$ cat src/rtl/kphr_pkg.sv
`default_nettype none
// ----------------------------------------------------------------------------
// kphr_pkg: shared types and constants of the key scanner
// Holds the action and event codes, the register indexes, the field widths
// and the command that the top level hands to each key lane.
// ----------------------------------------------------------------------------
package kphr_pkg;

    localparam int unsigned ACTION_W  = 2;
    localparam int unsigned PINS_W    = 4;
    localparam int unsigned CHANNEL_W = 2;
    localparam int unsigned MSG_W     = 8;
    localparam int unsigned STEP_W    = 8;
    localparam int unsigned TIME_W    = 16;
    localparam int unsigned CFG_IDX_W = 1;
    localparam int unsigned CFG_DAT_W = 16;
    localparam int unsigned MSG_KEYS  = MSG_W / 2;

    localparam logic [STEP_W-1:0] HOLD_STEP_RST  = 8'd10;
    localparam logic [TIME_W-1:0] HOLD_LIMIT_RST = 16'd1000;

    typedef enum logic [ACTION_W-1:0] {
        ACT_TICK   = 2'd0,
        ACT_READ   = 2'd1,
        ACT_CLEAR  = 2'd2,
        ACT_UNUSED = 2'd3
    } t_action;

    typedef enum logic [1:0] {
        EV_IDLE    = 2'd0,
        EV_PRESS   = 2'd1,
        EV_HOLD    = 2'd2,
        EV_RELEASE = 2'd3
    } t_event;

    localparam logic [CFG_IDX_W-1:0] REG_HOLD_STEP  = 1'd0;
    localparam logic [CFG_IDX_W-1:0] REG_HOLD_LIMIT = 1'd1;

    typedef struct packed {
        logic tick;
        logic read;
        logic clear;
        logic level;
    } t_lane_cmd;

endpackage
`default_nettype wire

$ cat src/rtl/kphr_key.sv
`default_nettype none
// ----------------------------------------------------------------------------
// kphr_key: state and event logic of one key
// Keeps the previous level, the pending event and the hold time of one key,
// updates them on a tick, read or clear, and gives the event bits of a read.
// ----------------------------------------------------------------------------
module kphr_key (
    input  wire                              i_clk,
    input  wire                              i_rst_n,
    input  wire  kphr_pkg::t_lane_cmd        i_cmd,
    input  wire  [kphr_pkg::STEP_W-1:0]      i_hold_step,
    input  wire  [kphr_pkg::TIME_W-1:0]      i_hold_limit,
    output logic [1:0]                       o_bits
);

    logic                            r_prev;
    kphr_pkg::t_event                r_event;
    logic [kphr_pkg::TIME_W-1:0]     r_time;
    logic                            n_prev;
    kphr_pkg::t_event                n_event;
    logic [kphr_pkg::TIME_W-1:0]     n_time;
    logic [kphr_pkg::TIME_W:0]       sum;

    always_comb begin
        sum     = {1'b0, r_time} + (kphr_pkg::TIME_W + 1)'(i_hold_step);
        n_prev  = r_prev;
        n_event = r_event;
        n_time  = r_time;
        o_bits  = 2'd0;
        if (i_cmd.tick) begin
            n_prev = i_cmd.level;
            if (!r_prev && i_cmd.level) begin
                n_event = kphr_pkg::EV_PRESS;
            end else if (r_prev && i_cmd.level) begin
                n_event = kphr_pkg::EV_HOLD;
                n_time  = sum[kphr_pkg::TIME_W] ? '1 : sum[kphr_pkg::TIME_W-1:0];
            end else if (r_prev && !i_cmd.level) begin
                n_event = kphr_pkg::EV_RELEASE;
                n_time  = '0;
            end else begin
                n_event = kphr_pkg::EV_IDLE;
            end
        end else if (i_cmd.read) begin
            if (r_event == kphr_pkg::EV_PRESS || r_event == kphr_pkg::EV_RELEASE) begin
                o_bits  = r_event;
                n_event = kphr_pkg::EV_IDLE;
            end else if (r_event == kphr_pkg::EV_HOLD && r_time > i_hold_limit) begin
                o_bits = r_event;
                n_time = i_hold_limit;
            end
        end else if (i_cmd.clear) begin
            n_time = '0;
        end
    end

    always_ff @(posedge i_clk) begin
        if (!i_rst_n) begin
            r_prev  <= 1'b0;
            r_event <= kphr_pkg::EV_IDLE;
            r_time  <= '0;
        end else begin
            r_prev  <= n_prev;
            r_event <= n_event;
            r_time  <= n_time;
        end
    end

endmodule
`default_nettype wire

$ cat src/rtl/key_press_hold_release_scan.sv
`default_nettype none
// ----------------------------------------------------------------------------
// key_press_hold_release_scan: press, hold and release scanner for push keys
// Items arrive on the slave stream: a sample tick with the active-low pin
// levels, a read of the event message, or a clear of one key's hold time.
// Every item gives exactly one result item on the master stream, carrying
// the 8-bit message (two bits per key, zero unless the item was a read).
// An accepted item waits in the input register; the key lanes then update
// their state and load the result register as the item moves on, and the
// result is offered from there until the receiver takes it.
// One item is taken every cycle while the receiver keeps taking results: all
// keys are handled side by side by small adders and compares, and the input
// register moves on whenever the result register is empty or being taken.
// When the receiver stalls, the result holds, then the input register fills
// and the slave ready falls until the result is taken.
// The configuration channel is always ready and writes hold_step (index 0)
// and hold_limit (index 1); write it only while the block is idle.
// Reset restores the step to 10, the limit to 1000 and every key to idle
// with no hold time, and empties both registers.
// ----------------------------------------------------------------------------
module key_press_hold_release_scan #(
    parameter int unsigned KEYS = 4
) (
    input  wire                                  i_clk,
    input  wire                                  i_rst_n,
    input  wire                                  i_s_tvalid,
    output logic                                 o_s_tready,
    // action [1:0], key_pins [5:2], channel [7:6]
    input  wire  [7:0]                           i_s_tdata,
    output logic                                 o_m_tvalid,
    input  wire                                  i_m_tready,
    // message [7:0]
    output logic [7:0]                           o_m_tdata,
    input  wire                                  i_cfg_valid,
    output logic                                 o_cfg_ready,
    input  wire  [kphr_pkg::CFG_IDX_W-1:0]       i_cfg_index,
    input  wire  [kphr_pkg::CFG_DAT_W-1:0]       i_cfg_data
);

    localparam int unsigned PIN_KEYS = kphr_pkg::PINS_W;

    logic                                r_in_valid;
    kphr_pkg::t_action                   r_action;
    logic [kphr_pkg::PINS_W-1:0]         r_pins;
    logic [kphr_pkg::CHANNEL_W-1:0]      r_channel;
    logic                                r_out_valid;
    logic [kphr_pkg::MSG_W-1:0]          r_msg;
    logic [kphr_pkg::MSG_W-1:0]          n_msg;
    logic [kphr_pkg::STEP_W-1:0]         r_hold_step;
    logic [kphr_pkg::TIME_W-1:0]         r_hold_limit;
    logic                                advance;
    logic                                s_accept;
    logic [1:0]                          lane_bits [KEYS];

    assign advance     = r_in_valid && (!r_out_valid || i_m_tready);
    assign o_s_tready  = !r_in_valid || advance;
    assign s_accept    = i_s_tvalid && o_s_tready;
    assign o_cfg_ready = 1'b1;
    assign o_m_tvalid  = r_out_valid;
    assign o_m_tdata   = r_msg;

    always_ff @(posedge i_clk) begin
        if (!i_rst_n) begin
            r_hold_step  <= kphr_pkg::HOLD_STEP_RST;
            r_hold_limit <= kphr_pkg::HOLD_LIMIT_RST;
        end else if (i_cfg_valid) begin
            case (i_cfg_index)
                kphr_pkg::REG_HOLD_STEP: begin
                    r_hold_step <= i_cfg_data[kphr_pkg::STEP_W-1:0];
                end
                kphr_pkg::REG_HOLD_LIMIT: begin
                    r_hold_limit <= i_cfg_data[kphr_pkg::TIME_W-1:0];
                end
                default: begin
                end
            endcase
        end
    end

    always_ff @(posedge i_clk) begin
        if (!i_rst_n) begin
            r_in_valid <= 1'b0;
        end else if (s_accept) begin
            r_in_valid <= 1'b1;
        end else if (advance) begin
            r_in_valid <= 1'b0;
        end
    end

    always_ff @(posedge i_clk) begin
        if (s_accept) begin
            r_action  <= kphr_pkg::t_action'(i_s_tdata[1:0]);
            r_pins    <= i_s_tdata[5:2];
            r_channel <= i_s_tdata[7:6];
        end
    end

    for (genvar I = 0; I < KEYS; I++) begin : g_key
        kphr_pkg::t_lane_cmd cmd;

        always_comb begin
            cmd.tick  = advance && (r_action == kphr_pkg::ACT_TICK);
            cmd.read  = advance && (r_action == kphr_pkg::ACT_READ);
            cmd.clear = 1'b0;
            cmd.level = 1'b0;
            if (I < PIN_KEYS) begin
                cmd.level = ~r_pins[I % PIN_KEYS];
                cmd.clear = advance && (r_action == kphr_pkg::ACT_CLEAR)
                            && (r_channel == kphr_pkg::CHANNEL_W'(I % PIN_KEYS));
            end
        end

        kphr_key u_key (
            .i_clk        (i_clk),
            .i_rst_n      (i_rst_n),
            .i_cmd        (cmd),
            .i_hold_step  (r_hold_step),
            .i_hold_limit (r_hold_limit),
            .o_bits       (lane_bits[I])
        );
    end

    always_comb begin
        n_msg = '0;
        for (int i = 0; i < KEYS; i++) begin
            if (i < kphr_pkg::MSG_KEYS) begin
                n_msg[2*i +: 2] = lane_bits[i];
            end
        end
    end

    always_ff @(posedge i_clk) begin
        if (!i_rst_n) begin
            r_out_valid <= 1'b0;
        end else if (advance) begin
            r_out_valid <= 1'b1;
        end else if (i_m_tready) begin
            r_out_valid <= 1'b0;
        end
    end

    always_ff @(posedge i_clk) begin
        if (advance) begin
            r_msg <= n_msg;
        end
    end

    a_advance_fills_output: assert property (@(posedge i_clk) disable iff (!i_rst_n)
        advance |=> r_out_valid)
        else $error("item left the input register without a result");

    a_message_only_on_read: assert property (@(posedge i_clk) disable iff (!i_rst_n)
        advance && (r_action != kphr_pkg::ACT_READ) |=> r_msg == '0)
        else $error("nonzero message for an item that is not a read");

    a_limit_written: assert property (@(posedge i_clk) disable iff (!i_rst_n)
        i_cfg_valid && (i_cfg_index == kphr_pkg::REG_HOLD_LIMIT)
        |=> r_hold_limit == $past(i_cfg_data[kphr_pkg::TIME_W-1:0]))
        else $error("hold limit write lost");

    a_full_input_blocks: assert property (@(posedge i_clk) disable iff (!i_rst_n)
        r_in_valid && r_out_valid && !i_m_tready |-> !o_s_tready)
        else $error("input taken while both registers are held");

endmodule
`default_nettype wire

$ cat config.mk
export PLATFORM = sky130hd
export DESIGN_NAME = key_press_hold_release_scan
export DESIGN_NICKNAME = d
export VERILOG_FILES = /design/src/rtl/kphr_pkg.sv /design/src/rtl/kphr_key.sv /design/src/rtl/key_press_hold_release_scan.sv
export SDC_FILE = /design/constraint.sdc
export NUM_CORES = 1
export LEC_CHECK = 0
export ABC_AREA = 1
export CAP_MARGIN = 20
export CORE_ASPECT_RATIO = 1.2
export CORE_MARGIN = 2
export CORE_UTILIZATION = 25
export DETAILED_ROUTE_END_ITERATION = 12
export DONT_BUFFER_PORTS = 1
export GPL_TIMING_DRIVEN = 0
export PLACE_DENSITY = 0.42
export SYNTH_ARGS = -nofsm -noshare
export SYNTH_HDL_FRONTEND = slang
export SYNTH_SLANG_ARGS = --single-unit
$ cat constraint.sdc
create_clock -name i_clk -period 2.8 [get_ports i_clk]
set_input_delay 0 -clock i_clk [delete_from_list [all_inputs] [get_ports i_clk]]
set_output_delay 0 -clock i_clk [all_outputs]
set_load 0.05 [all_outputs]
=== Yosys cells after proc, flatten, opt, wreduce, memory -nomap -nowiden ===
Index checks and enable logic that the tools add are counted.

* Word-level logic and storage cells: 200
* Bits in read-only memories: 0
* Latch bits: 0
* Output and inout bits: 11
* Bits of input ports: 30
* Memories kept: 0
* Flip-flop bits (word level): 118
* RAM bits: 0

* Bitwise logic cells: 6
* Shift operators: 0
* Div/mod/pow operators: 0
* Multipliers: 0
* Reduce and logical (&&, ||, !) cells: 61
* Multiplexer cells: 72
* $add $sub $neg: 4
* Magnitude comparators: 4
* Eq/ne operators: 33

{| class="wikitable"
|+ Operators by type and width
! operator !! number
|-
| $mux W16 || 36
|-
| $add A16 B8 Y17 || 4
|-
| $gt A16 B16 Y1 || 4
|-
| $mux W2 || 32
|-
| $logic_and A1 B1 Y1 || 25
|-
| $ne A3 B1 Y1 const B || 8
|-
| $eq A2 B2 Y1 const B || 11
|-
| $reduce_and A5 Y1 || 4
|-
| $reduce_bool A2 Y1 || 7
|-
| $eq A2 B1 Y1 const B || 6
|-
| $ne A3 B3 Y1 const B || 4
|-
| $reduce_and A2 Y1 || 6
|-
| $reduce_bool A3 Y1 || 4
|-
| $ne A2 B2 Y1 const B || 4
|-
| $logic_not A1 Y1 || 6
|-
| $logic_or A1 B1 Y1 || 6
|-
| $not A1 Y1 || 6
|-
| $logic_not A2 Y1 || 2
|-
| $mux W1 || 4
|-
| $reduce_or A2 Y1 || 1
|}

=== Logic depth before layout (Yosys ltp) ===
* Word-level depth: 8
* Mapped depth: 18
* Depth with buffers taken out: 17

=== By module ===
From an unflattened synthesis, not the netlist that was laid out.

* Cell total of the unflattened synthesis: 1756
* Area total of the unflattened synthesis: 10855.4 um^2

{| class="wikitable"
|+ By module, submodules not included
! module !! instances !! cells an instance !! area an instance (um^2) !! seq. area each (um^2)
|-
| kphr_key at g_key[0].u_key ... || 3 || 396 || 2319.7 || 380.4
|-
| kphr_key at g_key[3].u_key || 1 || 396 || 2314.7 || 380.4
|-
| key_press_hold_release_scan || 1 || 172 || 1581.5 || 1001.0
|}

=== Worst setup path before layout ===
Ideal clock, no wire load.

* Path kind: register -> register
* Start point: register r_hold_step[0] (netlist name)
* End point: register g_key[1].u_key.r_time[7] (netlist name)
* Data arrival time: 1871 ps
* Data required time: 2687 ps
* Cell stages (with the launch flop): 14
* Path slack: 816 ps
* Period minus slack after synthesis: 1984 ps
* Buffers on the path: 1
* Path through: dfxtp_1 > ha_1 > fa_1 > nand2_1 > nand2_1 > nand3_1 > nand2_1 > nand2_1 > buf_4 > nand3_1 > nand2_1 > nand2_1 > nor2_1 > nor2_1

* Longest elaborated chain between the ends: 5

{| class="wikitable"
|+ Ends and longest elaborated chain
! item !! line !! RTL
|-
| from (decl) || key_press_hold_release_scan.sv:49 || <nowiki>logic [kphr_pkg::STEP_W-1:0] r_hold_step;</nowiki>
|-
| from (signal assigned) || key_press_hold_release_scan.sv:64 || <nowiki>r_hold_step <= kphr_pkg::HOLD_STEP_RST;</nowiki>
|-
| from (signal assigned) || key_press_hold_release_scan.sv:69 || <nowiki>r_hold_step <= i_cfg_data[kphr_pkg::STEP_W-1:0];</nowiki>
|-
| $add A16 B8 Y17 || kphr_key.sv:25 || <nowiki>sum = {1'b0, r_time} + (kphr_pkg::TIME_W + 1)'(i_hold_step);</nowiki>
|-
| $mux W16 || kphr_key.sv:36 || <nowiki>n_time = sum[kphr_pkg::TIME_W] ? '1 : sum[kphr_pkg::TIME_W-1:0];</nowiki>
|-
| $mux W16 || kphr_key.sv:34 || <nowiki>end else if (r_prev && i_cmd.level) begin</nowiki>
|-
| $mux W16 || kphr_key.sv:32 || <nowiki>if (!r_prev && i_cmd.level) begin</nowiki>
|-
| $mux W16 || kphr_key.sv:30 || <nowiki>if (i_cmd.tick) begin</nowiki>
|-
| to (signal assigned) || kphr_key.sv:64 || <nowiki>r_time <= n_time;</nowiki>
|-
| to (decl) || kphr_key.sv:18 || <nowiki>logic [kphr_pkg::TIME_W-1:0] r_time;</nowiki>
|}

No other way between the ends. The select of a mux whose other input is x is not followed.
A chain may end at the register's enable or synchronous reset.

=== Final worst setup path ===
* Start point: register r_hold_step[7] (netlist name)
* End point: register g_key[3].u_key.r_time[13] (netlist name)

* Longest elaborated chain between the ends: 5

{| class="wikitable"
|+ Ends and longest elaborated chain
! item !! line
|-
| $add A16 B8 Y17 || kphr_key.sv:25
|-
| $mux W16 || kphr_key.sv:36
|-
| $mux W16 || kphr_key.sv:34
|-
| $mux W16 || kphr_key.sv:32
|-
| $mux W16 || kphr_key.sv:30
|-
| to (signal assigned) || kphr_key.sv:64
|-
| to (decl) || kphr_key.sv:18
|}

No other way between the ends. The select of a mux whose other input is x is not followed.

==> results.yml <==
critical_path:
  cpPeakStageDelay_ns: 0.66
  critPathKind: "register to register"
  rr_endpoint: "g_key[3].u_key.r_time[13]"
  critPathLaunchType: "register"
  rr_startpoint: "r_hold_step[7]"
  worstSetupEndpointType: "register"
  path_cells: "ha_1, inv_1, o21bai_1, nor2_1, nand2_2, nand2_1, clkbuf_4, nand3_1, nand2_1, nand2_1, nor2_1, nor2_1"
  r2r_slack_ns: 0.24
  worstRegToRegCells: 12
  cp.arrival_ns: 2.89
  critPathRequiredTime_ns: 3.13
  cp_slowest_cell: "dfxtp_1"
  critPathMaxFanout: 10
route:
  wl_um: 38500
  wl_per_cell_um: 17.4
  via_count: 10100
  first_pass_iters: 7
  ant_nets: 0
  viasPerCell: 4.55
  drtIter0Drc: 561
  drcViolationCount: 0
sta:
  fin_skew_ns: 0.0114
  setup_tns_ns: 0
  slew-limit-headroom_pct: 51.1
  drv_slew: 0
  hold_ws_ns: 0.0745
  tightest_slew_ns: 0.733
  rsz0062_at_grt: "no"
  max_freq_mhz: 391
  min_period_over_period_pct: 91.4
  min_period_ns: 2.56
  setup_viol: 0
  hold_violations: 0
  layout_setup_ws_ns: 0.242
clocking:
  cts-root-buf: "clkbuf_16"
  clock-sinks: 118
  cts_buffers: 17
  h-tree-depth: 4
  cts_tree: "yes"
  clk_pin_slew_ns: 0.06
  clk-insertion-delay-late_ns: 0.44
  cts.path.max_buffers: 2
grt:
  grt_max_degree: 17
  antenna_found_initial: 3
  grt_pass1_wl_um: 58500
  grt_overflow_total: 0
  track_usage_pct: 18.8
  grt_pass1_vias: 9845
yosys:
  synth_cell_types: 45
  synth_area_sq_um: 10100
  ys_seq_area_share_pct: 25.1
  syn_area_per_cell_sq_um: 6.24
  synthesis.nets: 1754
  yosys_warnings: 0
  synth-async-reset-ratio_pct: 0
  ys.flop_type: "dfxtp_1"
  synth_seq_cells: 118
  synth_area_leaders: "dfxtp_1 (20%), nand2_1 (20%), ha_1 (13%)"
  netlist_instances: 1612
  synth_edf_count: 16
  synth_top_cell_by_area: "dfxtp_1"
  yosysTopAreaCellShare_pct: 20.3
floorplan:
  row_count: 80
  die_h_um: 224
  pin_count: 41
  start_util_pct: 25.3
  die_w_um: 187
  die-area_sq_um: 41900
  core_sq_um: 39700
min_path:
  min-delay-start: "i_rst_n"
  holdPathEnd: "g_key[3].u_key.r_time[15]"
  hold_path_depth: 3
  hp-class: "primary input to register"
place:
  gp_congestion: 0.850
  dp_hpwl_um: 29600
  place_ws_ns: 0.0402
  port_buffers: 0
power_and_ir_drop:
  clkPwrFrac_pct: 44.1
  p_leak_uw: 0.00619
  sequentialPowerShare_pct: 37.3
  ir_drop_mv: 0.370
  switching_power_uw: 1660
  p_int_uw: 3640
  switching_share_pct: 31.3
  combPwrFrac_pct: 18.6
  powerDensity_nw_per_um2: 453
run:
  drv_cap: 0
status:
  outcome: "complete, no violations"
final_layout:
  final_nets: 1809
  drive_gt1_share_pct: 6.79
  n_fill_cell: 4452
  area_delta_synth_final_pct: 16.4
## cells in the mapped netlist (10+ instances only)
cell and number:
buf_4 10, nand2_1 544, inv_1 204, nand2_2 17, edfxtp_1 16, a21oi_1 68
nand4_1 22, ha_1 108, o21ai_0 46, nor2_1 231, dfxtp_1 102, nand3_1 114
## worst max path at each step
stage                     cells past startpoint      startpoint                        end
after floorplan                              13  r_hold_step[0]   g_key[1].u_key.r_time[7]
after global placement                       11  r_hold_step[1]   g_key[2].u_key.r_time[3]
after detailed placement                     13  r_hold_step[0]   g_key[1].u_key.r_time[7]
after CTS                                    13  r_hold_step[0]   g_key[1].u_key.r_time[7]
after global routing                         12  r_hold_step[0]   g_key[2].u_key.r_time[6]
final                                        12  r_hold_step[7]  g_key[3].u_key.r_time[13]
## cell families after synthesis
| group | after synthesis | share of synthesized area, % |
|---|---|---|
| AOI/OAI and AO/OA | 146 | 8.02 |
| adders and majority gates | 112 | 14.2 |
| and+or+nand+nor | 972 | 40.6 |
| xor gates and xnor gates | 16 | 1.39 |
| DFF | 118 | 25.1 |
| other | 1 | 0.0373 |
| buffers and inverters | 247 | 10.6 |
## state kept, by name, summed over array words and instances (netlist names)
register and flops:
r_hold_step 8, g_key.u_key.r_prev 4, g_key.u_key.r_event 8, r_pins 4, o_m_tvalid 1, r_channel 2
g_key.u_key.r_time 64, r_action 2, r_hold_limit 16, r_in_valid 1, o_m_tdata 8
## worst max-delay path, delay by kind of cell (launching register included)
| family | cells | cell delay (ns) |
|---|---|---|
| AOI/OAI and AO/OA | 1 | 0.11 |
| DFF | 1 | 0.66 |
| adders and majority gates | 1 | 0.38 |
| buffers and inverters | 2 | 0.36 |
| and+or+nand+nor | 8 | 0.92 |
## area by class of cell
| type | count | area, sq um | area share [%] |
|---|---|---|---|
| multi-input cells | 1247 | 6480 | 55.3 |
| flip-flops and latches | 118 | 2530 | 21.6 |
| inverters | 212 | 801 | 6.84 |
| well taps | 533 | 667 | 5.69 |
| clock buffers | 22 | 474 | 4.05 |
| repair buffers | 36 | 360 | 3.08 |
| plain buffers | 35 | 272 | 2.32 |
| clock inverters | 10 | 128 | 1.09 |
| diodes | 3 | 7.51 | 0.0641 |
## what timing repair did
item                                    CTS  global route
resized for setup                         0             8
endpoints found under the setup margin    0            43
buffers inserted                          0             0
hold buffers                             36             0
endpoints found under the hold margin    36             0
## power by group through the flow
| stage | Sequential (uW) | Combinational [uW] | Clock [uW] |
|---|---|---|---|
| after floorplan | 1940 | 712 | 0 |
| after global placement | 2020 | 931 | 0 |
| after detailed placement | 2020 | 941 | 0 |
| after CTS | 1980 | 992 | 2390 |
| after global routing | 1990 | 1130 | 2440 |
| final | 1980 | 987 | 2340 |
## layout by cell type (no fill, tap or decap), drive strengths merged
cell type / count
ha: 108
conb: 1
buf: 26
edfxtp: 16
xor2: 7
o21ai: 50
clkbuf: 31
o211ai: 6
o21bai: 6
diode: 3
nor2: 247
or2: 2
xnor2: 9
clkinv: 9
dfxtp: 102
fa: 4
clkinvlp: 1
nand2: 566
bufinv: 3
a21o: 3
nand4: 22
and2: 8
nand3b: 5
inv: 209
a21oi: 71
nor3: 7
nand3: 115
a21boi: 3
a31oi: 3
o22ai: 4
dlygate4sd3: 36
## routing by layer
| layer | part of all wire [%] | vias to the layer above | routed length, um | track usage (%) |
|---|---|---|---|---|
| met1 | 43 | 4600 | 16400 | 21.7 |
| met3 | 3.8 | 60 | 1450 | 2.90 |
| met5 | 0 | - | 0 | 0 |
| met2 | 50 | 199 | 19100 | 34.0 |
| li1 | - | 5215 | - | - |
| met4 | 4.1 | 0 | 1570 | 8.91 |
## metrics by stage
step	std cells	total power (uW)	util [%]	area (sq um)
after floorplan	1612	2650	-	10100
after global placement	2145	2950	27.0	10700
after detailed placement	2145	2960	27.0	10700
after CTS	2213	5360	29.4	11700
after global routing	2216	5560	29.5	11700
final	2216	5310	29.5	11700
Note: power is estimated with default switching activity, not from simulation.
